==> config.mk <==
export PLATFORM = sky130hd
export DESIGN_NAME = interrupt_and_joypad_controller
export DESIGN_NICKNAME = d
export VERILOG_FILES = /design/src/hw/rtl/ijc_pkg.sv /design/src/hw/rtl/ijc_core.sv /design/src/hw/rtl/interrupt_and_joypad_controller.sv
export SDC_FILE = /design/constraint.sdc
export NUM_CORES = 1
export LEC_CHECK = 0
export ABC_AREA = 1
export BUFFER_PORTS_ARGS = -buffer_cell sky130_fd_sc_hd__buf_2
export CAP_MARGIN = 30
export CORE_ASPECT_RATIO = 1.75
export CORE_MARGIN = 2
export CORE_UTILIZATION = 45
export CTS_BUF_LIST = sky130_fd_sc_hd__clkbuf_2
export DETAILED_ROUTE_END_ITERATION = 7
export PLACE_DENSITY = 0.72
export SYNTH_ARGS = -nofsm -noshare
export SYNTH_HDL_FRONTEND = slang
export SYNTH_HIERARCHICAL = 1
export SYNTH_SLANG_ARGS = --single-unit
==> constraint.sdc <==
create_clock -name clk -period 3.7 [get_ports clk]
set_input_delay 0.555 -clock clk [delete_from_list [all_inputs] [get_ports clk]]
set_output_delay 0.555 -clock clk [all_outputs]
set_load 0.01 [all_outputs]
==> src/hw/rtl/ijc_pkg.sv <==
// Shared types, codes and constants for the interrupt and joypad controller.
`default_nettype none

package ijc_pkg;

    typedef enum logic [2:0] {
        CMD_READ     = 3'd0,
        CMD_WRITE    = 3'd1,
        CMD_RAISE    = 3'd2,
        CMD_KEY      = 3'd3,
        CMD_SCAN     = 3'd4,
        CMD_SET_IME  = 3'd5,
        CMD_SET_HALT = 3'd6,
        CMD_SERVICE  = 3'd7
    } cmd_t;

    localparam logic [2:0] REG_P1 = 3'd0;
    localparam logic [2:0] REG_SB = 3'd1;
    localparam logic [2:0] REG_SC = 3'd2;
    localparam logic [2:0] REG_IF = 3'd3;
    localparam logic [2:0] REG_IE = 3'd4;

    localparam int unsigned SRC_COUNT  = 5;
    localparam logic [2:0]  SRC_JOYPAD = 3'd4;

    localparam logic [6:0] VECTOR_BASE = 7'h40;
    localparam logic [7:0] P1_READ_SET = 8'hC0;
    localparam logic [7:0] IF_READ_SET = 8'hE0;
    localparam logic [7:0] SB_READ     = 8'hFF;
    localparam logic [7:0] SC_READ     = 8'hFE;
    localparam logic [7:0] BYTE_ONES   = 8'hFF;
    localparam logic [7:0] SRC_MASK    = 8'h1F;
    localparam logic [1:0] SEL_NONE    = 2'b00;
    localparam logic [1:0] SEL_DIRS    = 2'b01;
    localparam logic [1:0] SEL_BUTTONS = 2'b10;
    localparam logic [1:0] SEL_BOTH    = 2'b11;

    typedef struct packed {
        cmd_t        command;
        logic [2:0]  reg_select;
        logic [7:0]  write_data;
        logic [2:0]  irq_index;
        logic [2:0]  key_index;
        logic        key_pressed;
        logic        flag_value;
        logic [15:0] current_pc;
    } item_t;

    typedef struct packed {
        logic [7:0]  read_data;
        logic        service_taken;
        logic [6:0]  vector_address;
        logic [15:0] return_address;
        logic        halted_now;
        logic        master_enable_now;
    } result_t;

endpackage

`default_nettype wire

==> src/hw/rtl/ijc_core.sv <==
// Register file, interrupt state and command decode for one request per cycle while fire is high.
`default_nettype none

module ijc_core
    import ijc_pkg::*;
(
    input  wire logic    clk,
    input  wire logic    rst_n,
    input  wire logic    fire,
    input  wire item_t   item,
    output result_t      res
);

    logic [7:0] p1_reg, p1_next;
    logic [7:0] sb_reg, sb_next;
    logic [7:0] sc_reg, sc_next;
    logic [7:0] if_reg, if_next;
    logic [7:0] ie_reg, ie_next;
    logic [7:0] keys_reg, keys_next;
    logic       ime_reg, ime_next;
    logic       halt_reg, halt_next;

    always_ff @(posedge clk or negedge rst_n)
    begin
        if (!rst_n)
        begin
            p1_reg   <= BYTE_ONES;
            sb_reg   <= '0;
            sc_reg   <= '0;
            if_reg   <= '0;
            ie_reg   <= '0;
            keys_reg <= BYTE_ONES;
            ime_reg  <= 1'b0;
            halt_reg <= 1'b0;
        end
        else if (fire)
        begin
            p1_reg   <= p1_next;
            sb_reg   <= sb_next;
            sc_reg   <= sc_next;
            if_reg   <= if_next;
            ie_reg   <= ie_next;
            keys_reg <= keys_next;
            ime_reg  <= ime_next;
            halt_reg <= halt_next;
        end
    end

    logic [7:0] raise_bit;
    logic [7:0] pend;
    logic [2:0] pend_idx;
    logic       pend_any;
    logic [3:0] scan_low;
    logic       scan_fall;

    // lowest pending enabled source wins
    always_comb
    begin
        pend     = if_reg & ie_reg & SRC_MASK;
        pend_idx = '0;
        pend_any = 1'b0;
        for (int i = SRC_COUNT - 1; i >= 0; i--)
        begin
            if (pend[i])
            begin
                pend_idx = 3'(i);
                pend_any = 1'b1;
            end
        end
    end

    always_comb
    begin
        case (p1_reg[5:4])
            SEL_DIRS:    scan_low = keys_reg[7:4];
            SEL_BUTTONS: scan_low = keys_reg[3:0];
            SEL_BOTH:    scan_low = 4'hF;
            default:     scan_low = 4'h0;
        endcase
        scan_fall = |(p1_reg[3:0] & ~scan_low);
    end

    always_comb
    begin
        p1_next   = p1_reg;
        sb_next   = sb_reg;
        sc_next   = sc_reg;
        if_next   = if_reg;
        ie_next   = ie_reg;
        keys_next = keys_reg;
        ime_next  = ime_reg;
        halt_next = halt_reg;
        raise_bit = '0;
        res       = '0;

        unique case (item.command)
            CMD_READ:
            begin
                unique case (item.reg_select)
                    REG_P1:  res.read_data = p1_reg | P1_READ_SET;
                    REG_SB:  res.read_data = SB_READ;
                    REG_SC:  res.read_data = SC_READ;
                    REG_IF:  res.read_data = if_reg | IF_READ_SET;
                    REG_IE:  res.read_data = ie_reg;
                    default: res.read_data = BYTE_ONES;
                endcase
            end
            CMD_WRITE:
            begin
                unique case (item.reg_select)
                    REG_P1:  p1_next = item.write_data;
                    REG_SB:  sb_next = item.write_data;
                    REG_SC:  sc_next = item.write_data;
                    REG_IF:  if_next = item.write_data;
                    REG_IE:  ie_next = item.write_data;
                    default: ;
                endcase
            end
            CMD_RAISE:
            begin
                if (item.irq_index < 3'(SRC_COUNT))
                begin
                    raise_bit = 8'd1 << item.irq_index;
                end
            end
            CMD_KEY:
            begin
                keys_next[item.key_index] = ~item.key_pressed;
            end
            CMD_SCAN:
            begin
                p1_next = {p1_reg[7:4], scan_low};
                if (scan_fall)
                begin
                    raise_bit = 8'd1 << SRC_JOYPAD;
                end
            end
            CMD_SET_IME:
            begin
                ime_next = item.flag_value;
            end
            CMD_SET_HALT:
            begin
                halt_next = item.flag_value;
            end
            CMD_SERVICE:
            begin
                if (ime_reg && pend_any)
                begin
                    if_next[pend_idx]  = 1'b0;
                    ime_next           = 1'b0;
                    res.service_taken  = 1'b1;
                    res.vector_address = VECTOR_BASE + {1'b0, pend_idx, 3'b000};
                    res.return_address = item.current_pc;
                end
            end
        endcase

        // wake from halt when the raised source is enabled
        if (|(raise_bit & ie_reg))
        begin
            halt_next = 1'b0;
        end
        if_next = if_next | raise_bit;

        res.halted_now        = halt_next;
        res.master_enable_now = ime_next;
    end

endmodule

`default_nettype wire

==> src/hw/rtl/interrupt_and_joypad_controller.sv <==
// Top level: input request register, command core and output result register.
//
//  channel | handshake           | payload
//  --------+---------------------+-----------------------------------------------
//  in      | in_valid / in_ready | command, reg_select, write_data, irq_index,
//          |                     | key_index, key_pressed, flag_value, current_pc
//  out     | out_valid/out_ready | read_data, service_taken, vector_address,
//          |                     | return_address, halted_now, master_enable_now
//
// One request per cycle unless stalled; input register, then result register.
// State updates in the cycle a request moves from the input register to the result
// register, so each request sees the state left by the one before it.
// Reset: P1 and key lines all ones, everything else clear, both stages empty.
// A stalled result holds both stages; in_ready drops only when both are full.
`default_nettype none

module interrupt_and_joypad_controller
    import ijc_pkg::*;
(
    input  wire logic        clk,
    input  wire logic        rst_n,
    input  wire logic        in_valid,
    output logic             in_ready,
    input  wire logic [2:0]  command,
    input  wire logic [2:0]  reg_select,
    input  wire logic [7:0]  write_data,
    input  wire logic [2:0]  irq_index,
    input  wire logic [2:0]  key_index,
    input  wire logic        key_pressed,
    input  wire logic        flag_value,
    input  wire logic [15:0] current_pc,
    output logic             out_valid,
    input  wire logic        out_ready,
    output logic [7:0]       read_data,
    output logic             service_taken,
    output logic [6:0]       vector_address,
    output logic [15:0]      return_address,
    output logic             halted_now,
    output logic             master_enable_now
);

    logic    in_valid_reg;
    item_t   item_reg;
    logic    out_valid_reg;
    result_t res_reg;
    result_t res_next;
    logic    advance;
    logic    fire;
    logic    in_fire;

    assign advance  = !out_valid_reg || out_ready;
    assign fire     = in_valid_reg && advance;
    assign in_ready = !in_valid_reg || advance;
    assign in_fire  = in_valid && in_ready;

    always_ff @(posedge clk or negedge rst_n)
    begin
        if (!rst_n)
        begin
            in_valid_reg  <= 1'b0;
            out_valid_reg <= 1'b0;
        end
        else
        begin
            if (in_ready)
            begin
                in_valid_reg <= in_valid;
            end
            if (advance)
            begin
                out_valid_reg <= in_valid_reg;
            end
        end
    end

    always_ff @(posedge clk)
    begin
        if (in_fire)
        begin
            item_reg <= '{
                command:     cmd_t'(command),
                reg_select:  reg_select,
                write_data:  write_data,
                irq_index:   irq_index,
                key_index:   key_index,
                key_pressed: key_pressed,
                flag_value:  flag_value,
                current_pc:  current_pc
            };
        end
        if (fire)
        begin
            res_reg <= res_next;
        end
    end

    ijc_core u_core (
        .clk   (clk),
        .rst_n (rst_n),
        .fire  (fire),
        .item  (item_reg),
        .res   (res_next)
    );

    assign out_valid         = out_valid_reg;
    assign read_data         = res_reg.read_data;
    assign service_taken     = res_reg.service_taken;
    assign vector_address    = res_reg.vector_address;
    assign return_address    = res_reg.return_address;
    assign halted_now        = res_reg.halted_now;
    assign master_enable_now = res_reg.master_enable_now;

    // a dispatched interrupt always drops the master enable and lands on a vector slot
    a_taken_vector: assert property (@(posedge clk) disable iff (!rst_n)
        out_valid && service_taken |->
            !master_enable_now && vector_address[6] && vector_address[2:0] == 3'b000)
        else $error("service result with bad vector or master enable");

    // no dispatch means no vector and no return address
    a_idle_vector: assert property (@(posedge clk) disable iff (!rst_n)
        out_valid && !service_taken |-> vector_address == 7'd0 && return_address == 16'd0)
        else $error("vector reported without dispatch");

    // a held request stays in the input register until it can move on
    a_hold_request: assert property (@(posedge clk) disable iff (!rst_n)
        in_valid_reg && !advance |=> in_valid_reg && out_valid_reg)
        else $error("pending request lost under stall");

endmodule

`default_nettype wire
==> results_dict.tcl, run 1 <==
set metrics [dict create \
    run_status "finished, final reports clean" \
    fin_skew_ps 46.0 \
    gp_congestion 0.973 \
    mostFrequentLayoutCell "buf_2" \
    die_area_um2 10500 \
    register_area_um2 2960 \
    clk_path_buf_depth 2 \
    p_per_area_nw_per_um2 482 \
    grt_pass1_vias 3058 \
    first_iter_violations 164 \
    seq_area_frac_synth_pct 68.0 \
    arrival_ps 2470 \
    cts_tree "built" \
    path_buf_inv 0 \
    post-cts-setup-buffers 0 \
    ir_drop_uv 181 \
    wl_um 9190 \
    grtUsageTotal_pct 18.4 \
    crit_chain "a21oi_4 > nand4_1 > nor2_1 > a21oi_1 > a31oi_1" \
    ios 78 \
    fin_crit_sh_pct 52.9 \
    whs_ps 137 \
    grt_first_pass_wirelength_um 14500 \
    setup.worst_path.end_class "flop" \
    areaGrowthSynthToFinish_pct 14.6 \
    clock_latency_ps 560 \
    fillers 877 \
    dr_total_vias 3031 \
    drive_gt1_share_pct 26.2 \
    htreeDepth 3 \
    ctsRootBufferMaster "clkbuf_2" \
    antenna_found_initial 0 \
    dr.pass1.iters 4 \
    clock_sinks 103 \
    clkTransAtPathRegs_ps 260 \
    hold_viol_final 0 \
    netlist_instances 390 \
    place_hpwl_um 6920 \
    start_util_pct 46.2 \
    layout_common_cells "buf_2, nand2_1, edfxtp_1, inv_1, nor2_1" \
    largest_register_ffs 38 \
    final_max_slew_viol_count 0 \
    comb_power_share_pct 14.3 \
    p_leak_nw 2.25 \
    worstPathMaxFanout 13 \
    startpoint_type "flop" \
    syn_area_per_cell_um2 11.1 \
    seqPwrFrac_pct 62.2 \
    slowest_stage "dfrtp_1" \
    p_int_w 0.00174 \
    die_width_um 78.3 \
    grt_start_max_net_pins 39 \
    final_cells 600 \
    finalWorstPathRequiredPeriod_ps 1960 \
    cap_violations 0 \
    multi_input_area_um2 1100 \
    ys_warn_count 6 \
    p_clk_share_pct 23.5 \
    synth-seq-cells 103 \
    io_buffers 77 \
    netSwitchingFraction_pct 27.4 \
    core_area_um2 9410 \
    nNetsFinal 515 \
    grt_remaining_overflow 0 \
    rsz0062_at_grt "false" \
    fin_tns_setup_ps 0 \
    fmax_mhz 511 \
    netlist_area_um2 4340 \
    drc 0 \
    p_sw_w 0.000657 \
    crit_type "reg -> reg" \
    finalSetupViolations 0 \
    drtAntennaViolNets 0 \
    worst_pin_slew_ps 730 \
    required_ps 4220 \
    dp.cells 583 \
    cp_top_family "compound AO/OA/AOI/OAI gates" \
    num_rows 47 \
    post_drt_wl_per_cell_um 15.3 \
    hold_path.class "in -> reg" \
    antenna_cells 0 \
    die_h_um 134 \
    avgViaCountPerCell 5.05 \
    slew_headroom_pct 51.3 \
    yosys.cell_types.count 39 \
    cpPeakStageDelay_ps 500 \
    numCtsBuffers 9 \
]
## logic make-up after synthesis
logic type	Yosys count	share of synthesized area, %
compound gates	65	8.99
buf+inv	70	6.94
flops	103	68.0
mux	5	1.44
other cells	1	0.0863
simple gates	146	14.5
## power by group through the flow
stage               Sequential, W  Clock [W]  Combinational [W]
floorplan                 0.00150          0           0.000223
global placement          0.00151          0           0.000334
detailed placement        0.00151          0           0.000343
CTS                       0.00149   0.000582           0.000345
global route              0.00150   0.000628           0.000389
finish                    0.00149   0.000563           0.000344
## repair_timing
action / 4_1_cts / 5_1_grt
hold buffers: 1 / 0
endpoints found under the hold margin: 10 / 0
resized for setup: 0 / 0
## metal layers
metal,track usage [%],up-vias,routed length (um)
li1,-,1492,-
met1,18.0,1416,3260
met2,34.6,97,5140
met3,3.70,26,370
met4,11.2,0,419
met5,0,-,0
## through the flow
step / total power (W) / setup slack (ps) / cell area (um2) / util, %
6_report: 0.00240 / 1740 / 4980 / 52.9
5_1_grt: 0.00252 / 1570 / 4980 / 52.9
4_1_cts: 0.00242 / 1760 / 4980 / 52.9
3_5_place_dp: 0.00186 / 1570 / 4840 / 51.4
3_3_place_gp: 0.00184 / 1590 / 4840 / 51.4
2_1_floorplan: 0.00172 / 94.7 / 4350 / -
## final timing paths
path | from | endpoint | slack (ps) | cells after the start
setup / recovery | out_valid$_DFFE_PN0P_ | u_core/keys_reg[2]$_DFFE_PN1P_ | 1740 | 5
setup reg to reg | out_valid$_DFFE_PN0P_ | u_core/keys_reg[2]$_DFFE_PN1P_ | 1740 | 5
min in group asynchronous | rst_n | u_core/ime_reg$_DFFE_PN0P_ | 550 | 2
max in group asynchronous | rst_n | u_core/halt_reg$_DFFE_PN0P_ | 2650 | 2
hold reg to reg | u_core/keys_reg[7]$_DFFE_PN1P_ | u_core/keys_reg[7]$_DFFE_PN1P_ | 520 | 2
hold / removal | key_pressed | item_reg[17]$_DFFE_PP_ | 140 | 1
## final cells by class
class / count / share of cell area, %
multi-input cells: 219 / 22.2
inverters: 60 / 4.52
flip-flops and latches: 103 / 59.4
well taps: 122 / 3.07
clock buffers: 9 / 0.905
clock inverters: 7 / 1.71
repair buffers: 80 / 8.24
## Yosys cell counts
cell type | number | area [um2]
nor3_2 | 1 | 10.0
a41oi_1 | 2 | 17.5
nand2_2 | 1 | 6.26
buf_1 | 1 | 3.75
o21ai_4 | 1 | 16.3
mux2i_1 | 1 | 10.0
mux2_4 | 2 | 30.0
a31oi_1 | 15 | 93.8
dfrtp_1 | 17 | 425
buf_4 | 6 | 45.0
nor4_1 | 1 | 6.26
a221oi_1 | 1 | 8.76
inv_1 | 55 | 206
a21oi_2 | 1 | 8.76
nand3_2 | 1 | 10.0
conb_1 | 1 | 3.75
nand3_1 | 14 | 70.1
inv_2 | 5 | 18.8
a22oi_1 | 1 | 7.51
nand2_1 | 72 | 270
buf_2 | 1 | 5.00
a211oi_1 | 1 | 7.51
o22ai_1 | 2 | 12.5
o31ai_1 | 1 | 7.51
buf_6 | 2 | 22.5
nor2_1 | 42 | 158
nor2_4 | 2 | 22.5
a21oi_1 | 16 | 80.1
nor3_1 | 3 | 15.0
o21ai_1 | 1 | 5.00
nor2_2 | 1 | 6.26
nand2_4 | 1 | 11.3
o21ai_0 | 19 | 95.1
dfstp_2 | 14 | 368
o211ai_1 | 4 | 30.0
nand4_1 | 6 | 37.5
and2_1 | 1 | 6.26
mux2_2 | 2 | 22.5
edfxtp_1 | 72 | 2160
No activity file was read; power rests on OpenSTA's default activity.
==> run 2: changes to the inputs <==
- ABC_AREA: 1 -> 0
- PLACE_DENSITY: 0.72 -> 0.74
- clock period: 3.7 -> 1.8 ns (I/O delays scaled with it)
==> run 2 against run 1 <==
  * Non-clock buffer count is 58 higher
  * Critical path depth unchanged
  * Maximum frequency up 10%
  * Global-route usage shrank 0.33 points
  * Routed wire length fell by 3.4%
  * Highest routed layer unchanged
  * Critical endpoint is now u_core/if_reg[0]$_DFFE_PN0P_
  * Power grew 100%
==> results_dict.tcl, run 2 <==
set metrics [dict create \
    run_status "finished, final reports clean" \
    cpPeakStageDelay_ps 580 \
    crit_type "reg -> reg" \
    dr_total_vias 2921 \
    async_flop_share_pct 30.1 \
    worstPathMaxFanout 3 \
    clkTransAtPathRegs_ps 270 \
    ctsRootBufferMaster "clkbuf_2" \
    avgViaCountPerCell 5.13 \
    ys_warn_count 6 \
    grt_start_max_net_pins 39 \
    largest_register_ffs 38 \
    synth-seq-cells 103 \
    final_max_slew_viol_count 0 \
    dpl_cell_area_um2 4830 \
    mostFrequentLayoutCell "buf_2" \
    dominantRegCellSynth "edfxtp_1" \
    yosys.cell_types.count 50 \
    required_ps 2300 \
    cts_tree "built" \
    die_area_um2 10300 \
    timing.rr.start "item_reg[21]$_DFFE_PP_" \
    hold_path.class "in -> async" \
    finalWorstSetupSlack_ps 22.3 \
    die_h_um 133 \
    grt_pass1_vias 2976 \
    drive_gt1_share_pct 33.2 \
    nNetsFinal 483 \
    startpoint "item_reg[21]$_DFFE_PP_" \
    slowest_stage "or4b_1" \
    clock_latency_ps 570 \
    netlist_instances 306 \
    core_area_um2 9350 \
    slew_headroom_pct 53.1 \
    fmax_mhz 563 \
    dr.pass1.iters 4 \
    hold_viol_final 0 \
    synth_edf_count 72 \
    post_drt_wl_per_cell_um 15.6 \
    synth_commonest_cells "edfxtp_1, nand2_1, and2_1, dfrtp_1, o21ai_0" \
    syn_area_per_cell_um2 13.9 \
    place_ws_ps -8.71 \
    seq_area_frac_synth_pct 69.3 \
    die_width_um 77.6 \
    synth_area_leader_cell "edfxtp_1" \
    io_buffers 77 \
    reg2reg_to "u_core/if_reg[0]$_DFFE_PN0P_" \
    setup.worst_path.end_class "flop" \
    crit_chain "or4b_1 > or3_1 > nand2_1 > a21oi_1 > a41oi_1" \
    arrival_ps 2280 \
    fin_tns_setup_ps 0 \
    endpoint "u_core/if_reg[0]$_DFFE_PN0P_" \
    htreeDepth 3 \
    fillers 786 \
    final_area_um2 5430 \
    p_per_area_nw_per_um2 897 \
    start_util_pct 45.6 \
    first_iter_violations 165 \
    place_hpwl_um 6330 \
    numCtsBuffers 9 \
    dp.cells 504 \
    ios 78 \
    clock_sinks 103 \
    finalWorstPathRequiredPeriod_ps 1780 \
    drtAntennaViolNets 0 \
    grt_remaining_overflow 0 \
    p_leak_nw 2.20 \
    synth_top_area_share_pct 50.7 \
    fin_skew_ps 36.3 \
    final_cells 569 \
    areaGrowthSynthToFinish_pct 27.2 \
    ir_drop_uv 391 \
    rsz0062_at_grt "true" \
    num_rows 47 \
    clk_path_buf_depth 2 \
    cap_violations 0 \
    synth.most_common_cell "edfxtp_1" \
    startpoint_type "flop" \
    rrSetupSlack_ps 20 \
    drc 0 \
    synth.area.top_cells "edfxtp_1, dfrtp_1, dfstp_2" \
    gp_congestion 0.947 \
    wl_um 8870 \
    fin_crit_sh_pct 98.8 \
    grt_first_pass_wirelength_um 14200 \
    netlist_area_um2 4270 \
    reg2reg_depth 5 \
    worst_pin_slew_ps 704 \
    antenna_found_initial 1 \
    finalSetupViolations 0 \
    layout_common_cells "buf_2, edfxtp_1, dlygate4sd3_1, nand2_1, buf_4" \
    grtUsageTotal_pct 18.1 \
]
==> run 2: worst min-delay path by stage <==
stage	startpoint	to	slack (ps)	cells past startpoint
CTS	rst_n	u_core/ie_reg[3]$_DFFE_PN0P_	200	2
global placement	rst_n	out_valid$_DFFE_PN0P_	360	1
floorplan	rst_n	in_valid_reg$_DFFE_PN0P_	-30	0
global route	rst_n	u_core/ie_reg[6]$_DFFE_PN0P_	250	2
detailed placement	rst_n	u_core/ie_reg[7]$_DFFE_PN0P_	360	1
finish	rst_n	u_core/ie_reg[3]$_DFFE_PN0P_	240	2
==> run 2: report_power, final <==
| group | switching, W | leakage (nW) | internal, W | total (W) |
|---|---|---|---|---|
| combinational | 0.000368 | 1.07 | 0.000373 | 0.000742 |
| sequential | 0.000203 | 1.06 | 0.00287 | 0.00307 |
| clock | 0.000718 | 0.0723 | 0.000332 | 0.00105 |
==> run 2: timing repair <==
action	in CTS	in global routing
pin swaps	1	1
resized for setup	0	4
hold buffers	42	0
endpoints found under the setup margin	4	13
buffers inserted	4	2
endpoints found under the hold margin	57	0
==> run 2: through the flow <==
step                      util (%)  power, W  hold slack [ps]
after CTS                     57.6   0.00491              197
after global routing          58.0   0.00511              255
final                         58.0   0.00487              244
after floorplan                  -   0.00351            -25.6
after global placement        51.6   0.00375              363
after detailed placement      51.6   0.00378              358
==> run 2: routing by layer <==
layer  wire [um]  global-route usage, %  up-vias  share of wire, %
met5           0                      0        -                 0
met4         304                   9.92        0               3.4
met3         339                   3.34       24               3.8
met2        4980                   33.4       91                56
met1        3250                   18.7     1393                37
li1            -                      -     1413                 -
==> run 2: worst max-delay path: cells and delay by family (launching register included) <==
kind / cells / cell delay [ps]
AND/OR/NAND/NOR: 3 / 1010
AO/OA/AOI/OAI: 2 / 240
flip-flops: 1 / 460
==> run 2: area by class of cell <==
type	instances	area, um2	area share (%)
Inverter	5	18.8	0.346
Multi-Input combinational cell	184	1240	22.8
Sequential cell	103	2960	54.5
Clock buffer	11	55.1	1.01
Tap cell	122	153	2.81
Clock inverter	5	56.3	1.04
Antenna cell	1	2.50	0.0461
Timing Repair Buffer	138	948	17.5
==> run 2: kinds of logic after synthesis <==
family	after synthesis	share of synthesized area, %
other	1	0.0879
AO/OA/AOI/OAI	60	9.21
AND/OR/NAND/NOR	98	13.3
flip-flops	103	69.3
buffers and inverters	21	2.46
multiplexers	23	5.69
